$ cat src/paged_multi_pattern_byte_matcher_macros.svh
// Assertion macros shared by the matcher modules.
`ifndef PAGED_MULTI_PATTERN_BYTE_MATCHER_MACROS_SVH
`define PAGED_MULTI_PATTERN_BYTE_MATCHER_MACROS_SVH

// expr must hold at every clock edge outside reset
`define PMPBM_ASSERT_ALWAYS(label, clk, rst, expr) \
   label: assert property (@(posedge clk) disable iff (rst) (expr)) \
      else $error("pmpbm: invariant violated");

// cons must hold at the edge after ante
`define PMPBM_ASSERT_NEXT(label, clk, rst, ante, cons) \
   label: assert property (@(posedge clk) disable iff (rst) (ante) |=> (cons)) \
      else $error("pmpbm: next-cycle check failed");

`endif

$ cat src/pmpbm_pkg.sv
package pmpbm_pkg;

   localparam int BYTE_W     = 8;
   localparam int OFFSET_W   = 12;
   localparam int ADDR_W     = 64;
   localparam int ID_W       = 2;
   localparam int LEN_W      = 3;
   localparam int HIT_NUM_W  = 7;
   localparam int HIST_DEPTH = 11;
   localparam int CTX_BYTES  = 8;

   localparam int PAGE_BYTES_DEF = 4096;
   localparam int HIT_LIMIT_DEF  = 70;

   localparam logic [ID_W-1:0] PAT_ID_0 = 2'd0;
   localparam logic [ID_W-1:0] PAT_ID_1 = 2'd1;
   localparam logic [ID_W-1:0] PAT_ID_2 = 2'd2;
   localparam logic [ID_W-1:0] PAT_ID_3 = 2'd3;

   localparam logic [LEN_W-1:0] LEN_SHORT = 3'd3;
   localparam logic [LEN_W-1:0] LEN_LONG  = 3'd4;

   // pattern bytes, earliest first
   localparam logic [BYTE_W-1:0] PAT0_B0 = 8'h48;
   localparam logic [BYTE_W-1:0] PAT0_B1 = 8'h94;
   localparam logic [BYTE_W-1:0] PAT1_B0 = 8'h50;
   localparam logic [BYTE_W-1:0] PAT1_B1 = 8'h5C;
   localparam logic [BYTE_W-1:0] PAT2_B0 = 8'h48;
   localparam logic [BYTE_W-1:0] PAT2_B1 = 8'h89;
   localparam logic [BYTE_W-1:0] PAT2_B2 = 8'hC4;
   localparam logic [BYTE_W-1:0] PAT3_B0 = 8'h48;
   localparam logic [BYTE_W-1:0] PAT3_B1 = 8'h87;
   localparam logic [BYTE_W-1:0] PAT3_B2 = 8'hE0;
   localparam logic [BYTE_W-1:0] PAT_LAST = 8'hC3;

   typedef struct packed {
      logic [BYTE_W-1:0]   data_byte;
      logic [OFFSET_W-1:0] page_offset;
      logic [ADDR_W-1:0]   page_base;
   } req_type;

   typedef struct packed {
      logic [ADDR_W-1:0]    hit_address;
      logic [ADDR_W-1:0]    region_offset;
      logic [ID_W-1:0]      match_id;
      logic [LEN_W-1:0]     pattern_length;
      logic [ADDR_W-1:0]    context_bytes;
      logic [HIT_NUM_W-1:0] hit_number;
   } rsp_type;

   typedef struct packed {
      logic [ADDR_W-1:0]    page_base;
      logic [OFFSET_W-1:0]  start;
      logic [ID_W-1:0]      match_id;
      logic [LEN_W-1:0]     pattern_length;
      logic [ADDR_W-1:0]    context_bytes;
      logic [HIT_NUM_W-1:0] hit_number;
   } hit_type;

endpackage

$ cat src/pmpbm_scan.sv
`include "paged_multi_pattern_byte_matcher_macros.svh"

module pmpbm_scan
   import pmpbm_pkg::*;
#(
   parameter int PAGE_BYTES = PAGE_BYTES_DEF,
   parameter int HIT_LIMIT  = HIT_LIMIT_DEF
) (
   input  logic    clock,
   input  logic    reset,
   input  logic    req_valid,
   output logic    req_ready,
   input  req_type req_data,
   input  logic    down_ready,
   output logic    hit_valid,
   output hit_type hit_data
);

   localparam int HIT_CNT_W = $clog2(HIT_LIMIT + 1);

   logic [BYTE_W-1:0]    hist_ff [HIST_DEPTH];
   logic [BYTE_W-1:0]    hist_in [HIST_DEPTH];
   logic [BYTE_W-1:0]    eh      [HIST_DEPTH];
   logic [HIT_CNT_W-1:0] count_ff, count_in;
   logic                 hit_valid_ff, hit_valid_in;
   hit_type              hit_data_ff, hit_data_in;

   logic                 accept;
   logic [BYTE_W-1:0]    cur;
   logic [OFFSET_W-1:0]  off;
   logic                 in_page, cap_ok, hit, is_long;
   logic                 m0, m1, m2, m3;
   logic [ID_W-1:0]      id;
   logic [ADDR_W-1:0]    ctx_short, ctx_long;

   assign cur       = req_data.data_byte;
   assign off       = req_data.page_offset;
   assign req_ready = !hit_valid_ff || down_ready;
   assign accept    = req_valid && req_ready;

   always_comb begin
      for (int k = 0; k < HIST_DEPTH; k++) begin
         eh[k] = (off == '0) ? '0 : hist_ff[k];
      end
   end

   assign in_page = 32'(off) < 32'(PAGE_BYTES);
   assign m0 = (cur == PAT_LAST) && (eh[0] == PAT0_B1) && (eh[1] == PAT0_B0)
               && (off >= OFFSET_W'(LEN_SHORT - 1));
   assign m1 = (cur == PAT_LAST) && (eh[0] == PAT1_B1) && (eh[1] == PAT1_B0)
               && (off >= OFFSET_W'(LEN_SHORT - 1));
   assign m2 = (cur == PAT_LAST) && (eh[0] == PAT2_B2) && (eh[1] == PAT2_B1)
               && (eh[2] == PAT2_B0) && (off >= OFFSET_W'(LEN_LONG - 1));
   assign m3 = (cur == PAT_LAST) && (eh[0] == PAT3_B2) && (eh[1] == PAT3_B1)
               && (eh[2] == PAT3_B0) && (off >= OFFSET_W'(LEN_LONG - 1));

   assign cap_ok  = count_ff < HIT_CNT_W'(HIT_LIMIT);
   assign hit     = in_page && cap_ok && (m0 || m1 || m2 || m3);
   assign id      = m0 ? PAT_ID_0 : (m1 ? PAT_ID_1 : (m2 ? PAT_ID_2 : PAT_ID_3));
   assign is_long = !(m0 || m1);

   // context byte i sits len+7-i positions back
   always_comb begin
      for (int i = 0; i < CTX_BYTES; i++) begin
         ctx_short[BYTE_W*i +: BYTE_W] =
            (OFFSET_W'(LEN_SHORT + 7 - i) <= off) ? eh[LEN_SHORT + 6 - i] : '0;
         ctx_long[BYTE_W*i +: BYTE_W] =
            (OFFSET_W'(LEN_LONG + 7 - i) <= off) ? eh[LEN_LONG + 6 - i] : '0;
      end
   end

   always_comb begin
      hist_in      = hist_ff;
      count_in     = count_ff;
      hit_valid_in = hit_valid_ff;
      hit_data_in  = hit_data_ff;
      if (accept) begin
         hist_in[0] = cur;
         for (int k = 1; k < HIST_DEPTH; k++) begin
            hist_in[k] = eh[k-1];
         end
         hit_valid_in = hit;
         if (hit) begin
            count_in                   = count_ff + 1'b1;
            hit_data_in.page_base      = req_data.page_base;
            hit_data_in.match_id       = id;
            hit_data_in.pattern_length = is_long ? LEN_LONG : LEN_SHORT;
            hit_data_in.start          = is_long ? off - OFFSET_W'(LEN_LONG - 1)
                                                 : off - OFFSET_W'(LEN_SHORT - 1);
            hit_data_in.context_bytes  = is_long ? ctx_long : ctx_short;
            hit_data_in.hit_number     = HIT_NUM_W'(count_ff);
         end
      end else if (down_ready) begin
         hit_valid_in = 1'b0;
      end
   end

   always_ff @(posedge clock) begin
      if (reset) begin
         for (int k = 0; k < HIST_DEPTH; k++) begin
            hist_ff[k] <= '0;
         end
         count_ff     <= '0;
         hit_valid_ff <= 1'b0;
      end else begin
         hist_ff      <= hist_in;
         count_ff     <= count_in;
         hit_valid_ff <= hit_valid_in;
      end
   end

   always_ff @(posedge clock) begin
      hit_data_ff <= hit_data_in;
   end

   assign hit_valid = hit_valid_ff;
   assign hit_data  = hit_data_ff;

   `PMPBM_ASSERT_ALWAYS(a_count_capped, clock, reset, count_ff <= HIT_CNT_W'(HIT_LIMIT))
   `PMPBM_ASSERT_NEXT(a_page_start_clears, clock, reset, accept && (off == '0), (hist_ff[0] == $past(cur)) && (hist_ff[1] == '0) && (hist_ff[HIST_DEPTH-1] == '0))
   `PMPBM_ASSERT_NEXT(a_stage_holds, clock, reset, hit_valid_ff && !down_ready, hit_valid_ff && $stable(hit_data_ff))
   `PMPBM_ASSERT_NEXT(a_hit_counts, clock, reset, accept && hit, count_ff == $past(count_ff) + 1'b1)

endmodule

$ cat src/pmpbm_format.sv
`include "paged_multi_pattern_byte_matcher_macros.svh"

module pmpbm_format
   import pmpbm_pkg::*;
(
   input  logic              clock,
   input  logic              reset,
   input  logic              csr_wr_en,
   input  logic [ADDR_W-1:0] csr_wr_data,
   input  logic              hit_valid,
   input  hit_type           hit_data,
   output logic              up_ready,
   output logic              rsp_valid,
   input  logic              rsp_ready,
   output rsp_type           rsp_data
);

   logic [ADDR_W-1:0] region_base_ff, region_base_in;
   logic              rsp_valid_ff, rsp_valid_in;
   rsp_type           rsp_data_ff, rsp_data_in;
   logic [ADDR_W-1:0] start_ext;

   assign up_ready       = !rsp_valid_ff || rsp_ready;
   assign region_base_in = csr_wr_en ? csr_wr_data : region_base_ff;
   assign start_ext      = ADDR_W'(hit_data.start);

   always_comb begin
      rsp_valid_in = rsp_valid_ff;
      rsp_data_in  = rsp_data_ff;
      if (up_ready) begin
         rsp_valid_in = hit_valid;
         if (hit_valid) begin
            rsp_data_in.hit_address    = hit_data.page_base + start_ext;
            // three-operand add: base + start - region_base
            rsp_data_in.region_offset  = hit_data.page_base + start_ext
                                         + ~region_base_ff + ADDR_W'(1);
            rsp_data_in.match_id       = hit_data.match_id;
            rsp_data_in.pattern_length = hit_data.pattern_length;
            rsp_data_in.context_bytes  = hit_data.context_bytes;
            rsp_data_in.hit_number     = hit_data.hit_number;
         end
      end
   end

   always_ff @(posedge clock) begin
      if (reset) begin
         region_base_ff <= '0;
         rsp_valid_ff   <= 1'b0;
      end else begin
         region_base_ff <= region_base_in;
         rsp_valid_ff   <= rsp_valid_in;
      end
   end

   always_ff @(posedge clock) begin
      rsp_data_ff <= rsp_data_in;
   end

   assign rsp_valid = rsp_valid_ff;
   assign rsp_data  = rsp_data_ff;

   `PMPBM_ASSERT_ALWAYS(a_len_legal, clock, reset, !rsp_valid_ff || (rsp_data_ff.pattern_length == LEN_SHORT) || (rsp_data_ff.pattern_length == LEN_LONG))
   `PMPBM_ASSERT_ALWAYS(a_len_matches_id, clock, reset, !rsp_valid_ff || (((rsp_data_ff.match_id == PAT_ID_0) || (rsp_data_ff.match_id == PAT_ID_1)) == (rsp_data_ff.pattern_length == LEN_SHORT)))
   `PMPBM_ASSERT_NEXT(a_load_from_stage, clock, reset, up_ready && hit_valid, rsp_valid_ff && (rsp_data_ff.hit_number == $past(hit_data.hit_number)))

endmodule

$ cat src/paged_multi_pattern_byte_matcher.sv
// Channel | Ports                              | Moves
// req     | req_valid, req_ready, req_data     | one page byte with offset and page base
// rsp     | rsp_valid, rsp_ready, rsp_data     | one pattern hit
// csr     | csr_wr_en, csr_wr_data             | region base, no handshake
//
// One byte per cycle while req_ready is high; a hit reaches rsp through the match
// stage register, then the output register.
// Synchronous reset clears byte history, hit count, region base and valid flags.
// rsp_ready low holds the output; req_ready drops only when both the match
// stage and the output register hold hits and rsp_ready is low.
module paged_multi_pattern_byte_matcher
   import pmpbm_pkg::*;
#(
   parameter int PAGE_BYTES = PAGE_BYTES_DEF,
   parameter int HIT_LIMIT  = HIT_LIMIT_DEF
) (
   input  logic              clock,
   input  logic              reset,
   input  logic              req_valid,
   output logic              req_ready,
   input  req_type           req_data,
   output logic              rsp_valid,
   input  logic              rsp_ready,
   output rsp_type           rsp_data,
   input  logic              csr_wr_en,
   input  logic [ADDR_W-1:0] csr_wr_data
);

   logic    hit_valid;
   hit_type hit_data;
   logic    up_ready;

   pmpbm_scan #(
      .PAGE_BYTES (PAGE_BYTES),
      .HIT_LIMIT  (HIT_LIMIT)
   ) u_scan (
      .clock      (clock),
      .reset      (reset),
      .req_valid  (req_valid),
      .req_ready  (req_ready),
      .req_data   (req_data),
      .down_ready (up_ready),
      .hit_valid  (hit_valid),
      .hit_data   (hit_data)
   );

   pmpbm_format u_format (
      .clock       (clock),
      .reset       (reset),
      .csr_wr_en   (csr_wr_en),
      .csr_wr_data (csr_wr_data),
      .hit_valid   (hit_valid),
      .hit_data    (hit_data),
      .up_ready    (up_ready),
      .rsp_valid   (rsp_valid),
      .rsp_ready   (rsp_ready),
      .rsp_data    (rsp_data)
   );

endmodule
$ cat config.mk
export PLATFORM = sky130hd
export DESIGN_NAME = paged_multi_pattern_byte_matcher
export DESIGN_NICKNAME = d
export VERILOG_FILES = /design/src/pmpbm_pkg.sv /design/src/pmpbm_scan.sv /design/src/pmpbm_format.sv /design/src/paged_multi_pattern_byte_matcher.sv
export VERILOG_INCLUDE_DIRS = /design/src /design/src/src
export SDC_FILE = /design/constraint.sdc
export NUM_CORES = 1
export LEC_CHECK = 0
export BUFFER_PORTS_ARGS = -buffer_cell sky130_fd_sc_hd__buf_2
export CAP_MARGIN = 20
export CORE_ASPECT_RATIO = 0.9
export CORE_MARGIN = 5
export CORE_UTILIZATION = 40
export DETAILED_ROUTE_END_ITERATION = 10
export PLACE_DENSITY = 0.6
export SETUP_SLACK_MARGIN = 0.3
export SLEW_MARGIN = 20
export SYNTH_ARGS = -nofsm -noshare
export SYNTH_HDL_FRONTEND = slang
export SYNTH_SLANG_ARGS = --single-unit
$ cat constraint.sdc
create_clock -name clock -period 17.83 [get_ports clock]
set_clock_uncertainty 0.1 [all_clocks]
set_input_delay 0.8915 -clock clock [delete_from_list [all_inputs] [get_ports clock]]
set_output_delay 0.8915 -clock clock [all_outputs]
set_load 0.02 [all_outputs]
==> impl_metrics.ini, run 1 <==
[outcome]
outcome = finished clean

[yosys]
syn_nets = 2244
ys_warn_count = 0
ys.flop_type = edfxtp_1
synth_cells = 2005
synth_edf_count = 354
ys_async_sr_fraction_pct = 0
ys_ff_latch = 515
ys_seq_area_share_pct = 60.3
post_synth_num_cell_types = 73
avgSynthCellArea_sq_um = 11.5
mappedNetlistArea_sq_um = 23000

[cts]
h-tree-depth = 2
holdBufCountCts = 0
cts_setup_buffers = 0
cts_max_path_buffers = 3
cts.sink_count = 515
cts_tree = done
clk_latency_ns = 0.62
cts_root_buf = clkbuf_16
cts_resized = 0
clk_pin_slew_ns = 0.06
cts_buffers = 53

[critical_path]
crit_path_end_kind = flop
critPathRequiredTime_ns = 18.08
path_class = reg2reg
r2r_slack_ns = 11.68
cp_common_cell = a21oi_1
reg2reg_depth = 23
timing.rr.start = u_scan.hit_data[76]
crit_family = compound AO/OA/AOI/OAI gates
cp_num_cells = 23
crit_path_start_kind = flop
crit_arrival_ns = 6.40
slowest_delay_ns = 0.67
crit_path_start = u_scan.hit_data[76]
crit_chain = ha_1, fa_1, a21o_1, a21oi_1, o21bai_1, a21o_1, a21oi_1, o21ai_0, buf_4, and3_1, and3_1, xor2_1, ha_1, nand2_1, nor4_1, nand3_1, a211oi_1, o21ba_2, a21boi_0, o31ai_1, a21oi_1, nand3_1, nand4_1
cp_max_fo = 6
crit_buf_inv = 1
crit_slowest_cell = o31ai_1

[floorplan]
fp.coreArea_sq_um = 57000
die_x_um = 263
top_level_ports = 359
die_h_um = 237
die_area_sq_um = 62400
rows = 83
floorplan.initialDensity_pct = 40.3

[drt]
vias = 16700
routedWlPerCell_um = 20.3
vias_per_cell = 5.30
drt_first_iter_violations = 1467
drc = 0
antenna_left = 0
first_pass_iters = 5
wirelength_um = 64200

[timing]
fmaxAchievable_mhz = 163
fin_crit_sh_pct = 34.5
rsz0062_at_grt = false
slew_violations = 0
hold_viol = 0
fin_crit_ns = 6.15
maxSlewHeadroom_pct = 30.5
tightest_slew_ns = 1.04
setup_viol = 0
finalSetupTns_ns = 0

[cells_and_area]
fin_area_sq_um = 27400
final_nets = 2581
drive_above_1_share_pct = 20.1
area_growth_pct = 19.2
n_fill_cell = 5208

[min_path]
hold_depth = 0
hold_class = reg2reg
min_from = u_scan.hit_data[14]

[placed_design]
dp_hpwl_um = 47300
dpl_cell_area_sq_um = 25500
port_buffers = 358
routabilityCongestion = 0.841

[global_routing]
antenna_found_initial = 4
grt_pass1_wl_um = 97200
overflow = 0
grt_usage_pct = 19.7
grt_max_degree = 89
grt_pass1_vias = 16300

[power]
vdd_drop_max_mv = 0.0666
p_leak_uw = 0.0105
powerDensity_nw_per_um2 = 95.2

[job]
drv_cap = 0
stage by stage:
stage,setup slack (ns),hold slack [ns],total power (uW),std cells,utilization (%)
floorplan,7.01,0.300,1410,2005,-
global placement,11.83,0.304,1460,3052,44.8
detailed placement,11.76,0.305,1460,3052,44.8
CTS,11.71,0.311,2640,3152,48.0
global route,11.18,0.319,2700,3152,48.0
finish,11.68,0.316,2610,3156,48.1
power breakdown:
part	total (uW)	switching (uW)	internal, uW
logic	151	91.7	59.0
registers	1290	7.09	1280
clock network	1170	481	689
logic make-up (layout without fill, tap and decap cells):
family / after synthesis / in the layout / synth area share (%)
compound gates: 420 / 420 / 11.7
xor+xnor: 136 / 136 / 5.18
fa+ha+maj: 86 / 86 / 4.75
buf+inv: 183 / 565 / 3.08
flops: 515 / 515 / 60.3
mux: 66 / 66 / 2.87
other cells: 0 / 4 / 0
simple gates: 599 / 599 / 12.2
cells in the final DEF (no fill, tap or decap), types with 12 or more instances in the layout:
cell type    n
a21o_1      34
a21oi_1    107
a22oi_1     81
and3_1      15
buf_2      356
buf_4       17
clkbuf_16   54
clkinv_2    12
dfxtp_1    161
edfxtp_1   354
ha_1        84
inv_1       90
mux2i_1     66
nand2_1    142
nand2b_1    12
nand3_1     83
nand4_1     34
nor2_1     227
nor3_1      17
o21ai_0    101
o21bai_1    18
xnor2_1     85
xor2_1      51
layout make-up:
| class | instances | area (sq um) | area share [%] |
|---|---|---|---|
| multi-input combinational | 1307 | 8460 | 30.9 |
| clock inverter | 35 | 438 | 1.60 |
| tap | 765 | 957 | 3.49 |
| sequential | 515 | 13900 | 50.6 |
| inverter | 91 | 342 | 1.25 |
| antenna | 4 | 10.0 | 0.0365 |
| clock buffer | 65 | 1420 | 5.19 |
| timing repair buffer | 374 | 1920 | 7.01 |
worst register-to-register path, delay by kind of cell (launching register included):
kind	cells	cell delay, ns
AO/OA/AOI/OAI	11	2.69
XOR/XNOR	1	0.15
adder cells (fa/ha/maj)	3	1.04
buffers and inverters	1	0.21
flip-flops	1	0.36
AND/OR/NAND/NOR	7	1.32
cell usage after synthesis (18+ instances only):
cell type  number  share of area [%]
xnor2_1        85                3.2
a21oi_1       108                2.4
inv_1          90                1.5
nand3_1        83                1.8
clkbuf_1       85                1.4
edfxtp_1      354                 46
o21ai_0       101                2.2
nor2_1        227                3.7
nand2_1       143                2.3
a22oi_1        81                2.6
o21bai_1       18               0.59
mux2i_1        66                2.9
nand4_1        34               0.93
xor2_1         51                1.9
ha_1           84                4.6
a21o_1         34                1.1
dfxtp_1       161                 14
final timing paths:
kind / to
max: u_format.rsp_data[139]
min: u_format.rsp_data[14]
max reg2reg: u_format.rsp_data[139]
min reg2reg: u_format.rsp_data[14]
registers in the layout (all words and copies together) (netlist names):
| signal | cells |
|---|---|
| u_format.region_base_ff | 64 |
| u_scan.hit_data | 151 |
| u_scan.hist_ff | 88 |
| u_scan.count_ff | 7 |
| u_scan.hit_valid | 1 |
| u_format.rsp_valid | 1 |
| u_format.rsp_data | 203 |
metal layers:
metal,part of all wire (%),global-route usage (%)
met5,0.031,0
met4,3.0,5.97
met3,7.2,4.24
met2,47,32.8
met1,42,26.0
No activity file was read; power rests on OpenSTA's default activity.
==> run 2, diff against run 1 <==
Clock period 17.83 ns to 5.7 ns, I/O delays scaled along.
==> run 2 against run 1 <==
Cell area grew 7.4%. Worst setup slack got worse by 11 ns. First-iteration DRC count is 2.6% higher. Clock-buffer cell count up 6. Critical endpoint is now u_format.rsp_data[129]. Largest cell class unchanged.
==> impl_metrics.ini, run 2 (synthesis results as in run 1) <==
[floorplan]
fp.coreArea_sq_um = 57000
floorplan.initialDensity_pct = 40.3
die_h_um = 237
die_area_sq_um = 62400
top_level_ports = 359
rows = 83
die_x_um = 263

[global_routing]
grt_pass1_vias = 17300
grt_pass1_wl_um = 99400
overflow = 0
grt_max_degree = 112
antenna_found_initial = 2
grt_usage_pct = 19.9

[cells_and_area]
drive_above_1_share_pct = 22.0
multi_input_area_sq_um = 8730
n_fill_cell = 4983
largest_register_ffs = 203
layout_commonest_cell = buf_2
fin_cells = 3343
area_growth_pct = 28.0
seqCellArea_sq_um = 13900
fin_util_pct = 51.6
layout_common_cells = buf_2, edfxtp_1, nor2_1
final_nets = 2772

[cts]
clk_pin_slew_ns = 0.06
cts_max_path_buffers = 3
cts_tree = done
cts.sink_count = 515
cts_root_buf = clkbuf_16
h-tree-depth = 2
cts_buffers = 52
clk_latency_ns = 0.61

[timing]
fin_crit_ns = 5.20
fmaxAchievable_mhz = 192
rsz0062_at_grt = true
finalSetupTns_ns = 0
setup_slack_ns = 0.504
fin_crit_sh_pct = 91.2
hold_viol = 0
tightest_slew_ns = 1.08
slew_violations = 0
setup_viol = 0
maxSlewHeadroom_pct = 27.9

[power]
p_leak_uw = 0.0113
seqPwrFrac_pct = 49.6
p_sw_uw = 1820
p_sw_share_pct = 22.4
p_clk_share_pct = 43.3
p_total_uw = 8120
vdd_drop_max_mv = 0.209
p_comb_share_pct = 7.2
internal_power_uw = 6300
powerDensity_nw_per_um2 = 276

[drt]
vias_per_cell = 5.23
drc = 0
antenna_left = 0
first_pass_iters = 5
drt_first_iter_violations = 1505
vias = 17500
wirelength_um = 65200
routedWlPerCell_um = 19.5

[job]
drv_cap = 0

[critical_path]
crit_chain = ha_1, fa_2, a21o_1, a21oi_2, o21bai_1, a21o_1, a21oi_4, nor2_1, nor2_1, buf_4, nor3_1, and3_1, xor2_2, ha_2, inv_1, a2111oi_2, a211o_1, and4_1, nand4_1, a21oi_4, o2111ai_2, nand2_2, a21oi_1, xnor2_1
slowest_delay_ns = 0.37
path_class = reg2reg
crit_buf_inv = 2
cp_max_fo = 4
crit_slowest_cell = edfxtp_1
crit_path_start_kind = flop
critPathRequiredTime_ns = 5.96
crit_family = compound AO/OA/AOI/OAI gates
crit_path_end_kind = flop
crit_arrival_ns = 5.45

[placed_design]
dp_cells = 3084
port_buffers = 358
dp_hpwl_um = 46300
place_ws_ns = 0.0320
routabilityCongestion = 0.892

[outcome]
outcome = finished clean

[min_path]
hold_class = in2reg
==> run 2: cell types whose count changed in the layout (fill, tap and decap cells not counted), moves of 4 or more <==
| cell | change |
|---|---|
| o21ai_0 | -11 |
| nor2_2 | +5 |
| a21oi_2 | +6 |
| a21oi_1 | -8 |
| dlygate4sd3_1 | +151 |
| o21ai_1 | +8 |
| clkbuf_1 | +5 |
| nor4_1 | -4 |
| buf_4 | +39 |
| ha_2 | +5 |
| ha_1 | -7 |
| nor2_1 | -6 |
| clkinv_1 | -6 |
==> run 2: timing repair <==
item,in CTS,in global routing
endpoints found under the hold margin,175,0
resized for setup,17,49
hold buffers,151,0
setup endpoints to repair,17,30
setup buffers,1,8
pin swaps,2,17
==> run 2: worst register-to-register path, cell delays in order, from the launching register on <==
cell       delay (ns)
edfxtp_1         0.37
ha_1             0.24
fa_2             0.36
a21o_1           0.21
a21oi_2          0.17
o21bai_1         0.09
a21o_1           0.20
a21oi_4          0.18
nor2_1           0.06
nor2_1           0.13
buf_4            0.15
nor3_1           0.09
and3_1           0.26
xor2_2           0.16
ha_2             0.33
inv_1            0.07
a2111oi_2        0.33
a211o_1          0.16
and4_1           0.27
nand4_1          0.18
a21oi_4          0.25
o2111ai_2        0.20
nand2_2          0.15
a21oi_1          0.09
xnor2_1          0.15
==> run 2: cell type report <==
type                            count  share of cell area [%]
Sequential cell                   515                    47.1
Clock buffer                       71                    4.91
Antenna cell                        1                 0.00850
Timing Repair Buffer              566                    12.8
Clock inverter                     27                    1.14
Multi-Input combinational cell   1307                    29.7
Inverter                           91                    1.16
Tap cell                          765                    3.25
==> run 2: power groups by stage <==
stage | sequential (uW) | clock (uW) | combinational (uW)
finish | 4030 | 3510 | 583
floorplan | 4100 | 0 | 307
global route | 4030 | 3750 | 637
CTS | 4030 | 3600 | 565
global placement | 4110 | 0 | 475
detailed placement | 4110 | 0 | 477
==> run 2: path summary, 6_finish.rpt <==
path / startpoint / endpoint / slack, ns / depth (start not counted)
max reg2reg: u_scan.hit_data[76] / u_format.rsp_data[129] / 0.50 / 24
min: req_data[65] / u_scan.hit_data[77] / 0.07 / 2
max: u_scan.hit_data[76] / u_format.rsp_data[129] / 0.50 / 24
min reg2reg: u_scan.hit_data[2] / u_format.rsp_data[2] / 0.31 / 0
==> run 2: routing by layer <==
layer / track usage [%] / wire length [um]
met4: 6.70 / 2130
met5: 0 / 13
met1: 26.6 / 28000
met2: 33.1 / 31100
met3: 3.60 / 3850
==> run 2: metrics by stage <==
step                instance area (sq um)  hold slack, ns
floorplan                           23000           0.284
global placement                    25800           0.303
detailed placement                  25800           0.305
CTS                                 29200          0.0255
global route                        29400          0.0644
finish                              29400          0.0665
==> run 3, diff against run 2 <==
Settings changed: CORE_MARGIN 5 to unset, SYNTH_HIERARCHICAL set to 1.
==> run 3 against run 2 <==
Worst hold slack got worse by 0.030 ns. Global-route usage rose by 1.8 points. Largest power group unchanged. Clock-buffer cell count fell by 6. Sequential share of layout area fell by 0.076 points. Critical endpoint is now u_format/rsp_data[132].
==> impl_metrics.ini, run 3 <==
[cts]
cts_max_path_buffers = 3
cts_buffers = 53
cts_tree = done
h-tree-depth = 2
cts.sink_count = 516
cts_root_buf = clkbuf_16
clk_pin_slew_ns = 0.07
clk_latency_ns = 0.62

[critical_path]
r2r_slack_ns = 0.58
crit_path_start_kind = flop
critPathRequiredTime_ns = 6.03
timing.rr.end = u_format/rsp_data[132]
cp_max_fo = 5
crit_path_end_kind = flop
reg2reg_depth = 20
path_class = reg2reg
timing.rr.start = u_scan/hit_data[77]
crit_arrival_ns = 5.46

[drt]
first_pass_iters = 6
wirelength_um = 66600
vias = 18000
drc = 0
drt_first_iter_violations = 1375
antenna_left = 0
routedWlPerCell_um = 19.5
vias_per_cell = 5.28

[floorplan]
die_area_sq_um = 59800
rows = 83
top_level_ports = 359
fp.coreArea_sq_um = 57600
die_x_um = 258
floorplan.initialDensity_pct = 40.8
die_h_um = 232

[cells_and_area]
fin_util_pct = 51.2
area_growth_pct = 25.5
layout_common_cells = buf_2, edfxtp_1, nor2_1
final_nets = 2836
layout_commonest_cell = buf_2
drive_above_1_share_pct = 19.4
largest_register_ffs = 204
n_fill_cell = 5040

[min_path]
hold_class = in2reg
hold_depth = 3
min_from = req_data[64]
worstHoldEndpoint = u_scan/hit_data[76]

[yosys]
ys_seq_area_share_pct = 59.0
ys.flop_type = edfxtp_1
avgSynthCellArea_sq_um = 11.1
mappedNetlistArea_sq_um = 23500
synth_cells = 2112
ys_async_sr_fraction_pct = 0
ys_warn_count = 6
synth.area.top_cells = edfxtp_1, dfxtp_1, ha_1
syn_nets = 2351
yosysTopAreaCellShare_pct = 45.3
synth_edf_count = 355
ys_ff_latch = 516
post_synth_num_cell_types = 79
yosys-top-cells-count = edfxtp_1, nor2_1, nand2_1
synth_area_leader_cell = edfxtp_1
synth_most_common_cell = edfxtp_1

[power]
p_leak_uw = 0.0114
vdd_drop_max_mv = 0.208
p_total_uw = 8290
powerDensity_nw_per_um2 = 281

[timing]
tightest_slew_ns = 1.09
slew_violations = 0
fin_crit_ns = 5.12
fin_crit_sh_pct = 89.9
rsz0062_at_grt = true
hold_viol = 0
setup_viol = 0
fmaxAchievable_mhz = 195
finalSetupTns_ns = 0
maxSlewHeadroom_pct = 27.5

[job]
drv_cap = 0

[placed_design]
routabilityCongestion = 0.924
port_buffers = 358
dp_hpwl_um = 46800

[global_routing]
antenna_found_initial = 9
grt_max_degree = 116
grt_pass1_vias = 17700
overflow = 0
grt_pass1_wl_um = 101000
grt_usage_pct = 21.7

[outcome]
outcome = finished clean
## run 3: final cells by class
cell class / instances / area [sq um] / share of cell area (%)
flip-flops and latches: 516 / 13900 / 47.0
multi-input cells: 1390 / 8940 / 30.3
well taps: 765 / 957 / 3.24
repair buffers: 525 / 3440 / 11.7
clock inverters: 35 / 420 / 1.42
diodes: 3 / 7.51 / 0.0254
inverters: 111 / 422 / 1.43
clock buffers: 65 / 1460 / 4.95
## run 3: kinds of logic after synthesis
family / after synthesis / share of synthesized area, %
AO/OA/AOI/OAI: 420 / 11.5
flip-flops: 516 / 59.0
buffers and inverters: 206 / 3.40
XOR/XNOR: 126 / 4.72
adder cells (fa/ha/maj): 86 / 4.64
AND/OR/NAND/NOR: 694 / 14.1
multiplexers: 64 / 2.72
## run 3: report_power, final
part	total, uW	switching [uW]	internal (uW)
clock network	3680	1550	2120
logic	575	318	257
registers	4040	22.8	4010
## run 3: repair_timing
action	4_1_cts	5_1_grt
pin swaps	0	5
endpoints found under the hold margin	146	0
resized for setup	1	13
hold buffers	146	0
endpoints found under the setup margin	4	23
buffers inserted	0	3
## run 3: layer usage
metal | vias to the layer above | GRT usage, % | part of all wire [%]
met5 | - | 0 | 0.11
met4 | 12 | 7.45 | 2.9
met3 | 116 | 4.46 | 6.1
met2 | 575 | 36.2 | 48
met1 | 8660 | 28.0 | 43
li1 | 8629 | - | -
## run 3: stage by stage
stage | hold slack, ns | instances | worst slack [ns] | instance area (sq um)
after global routing | 0.0402 | 3408 | 0.299 | 29500
final | 0.0368 | 3410 | 0.578 | 29500
after CTS | 0.00104 | 3404 | 0.315 | 29400
after global placement | 0.304 | 3158 | 0.415 | 26100
after floorplan | 0.284 | 2112 | 0.593 | 23500
after detailed placement | 0.305 | 3158 | 0.286 | 26100
## run 3: worst max-delay path by stage
stage / startpoint / endpoint / slack [ns] / depth (start not counted)
floorplan: u_scan/hist_ff[76] / u_scan/hit_data[0] / 0.59 / 6
global placement: u_scan/hit_data[76] / u_format/rsp_data[132] / 0.41 / 20
detailed placement: u_scan/hit_data[76] / u_format/rsp_data[132] / 0.29 / 20
CTS: u_scan/hit_data[77] / u_format/rsp_data[136] / 0.32 / 21
global route: u_scan/hit_data[89] / u_format/rsp_data[133] / 0.30 / 19
finish: u_scan/hit_data[77] / u_format/rsp_data[132] / 0.58 / 20
## run 3: worst max-delay path, cell delays in order (launching register included)
cell and delay (ns):
edfxtp_1 0.39, ha_1 0.31, a21o_1 0.16, a21oi_1 0.20, o21ai_0 0.17, and2_1 0.23, o21a_1 0.22, a21o_1 0.17
o21ai_0 0.16, nor2b_1 0.19, xnor2_1 0.13, ha_1 0.41, and3_2 0.27, o2111ai_1 0.13, a211oi_2 0.32, nor2_1 0.09
o21ai_2 0.29, a31oi_4 0.18, o31a_1 0.39, o2111a_1 0.26, nor3_1 0.18
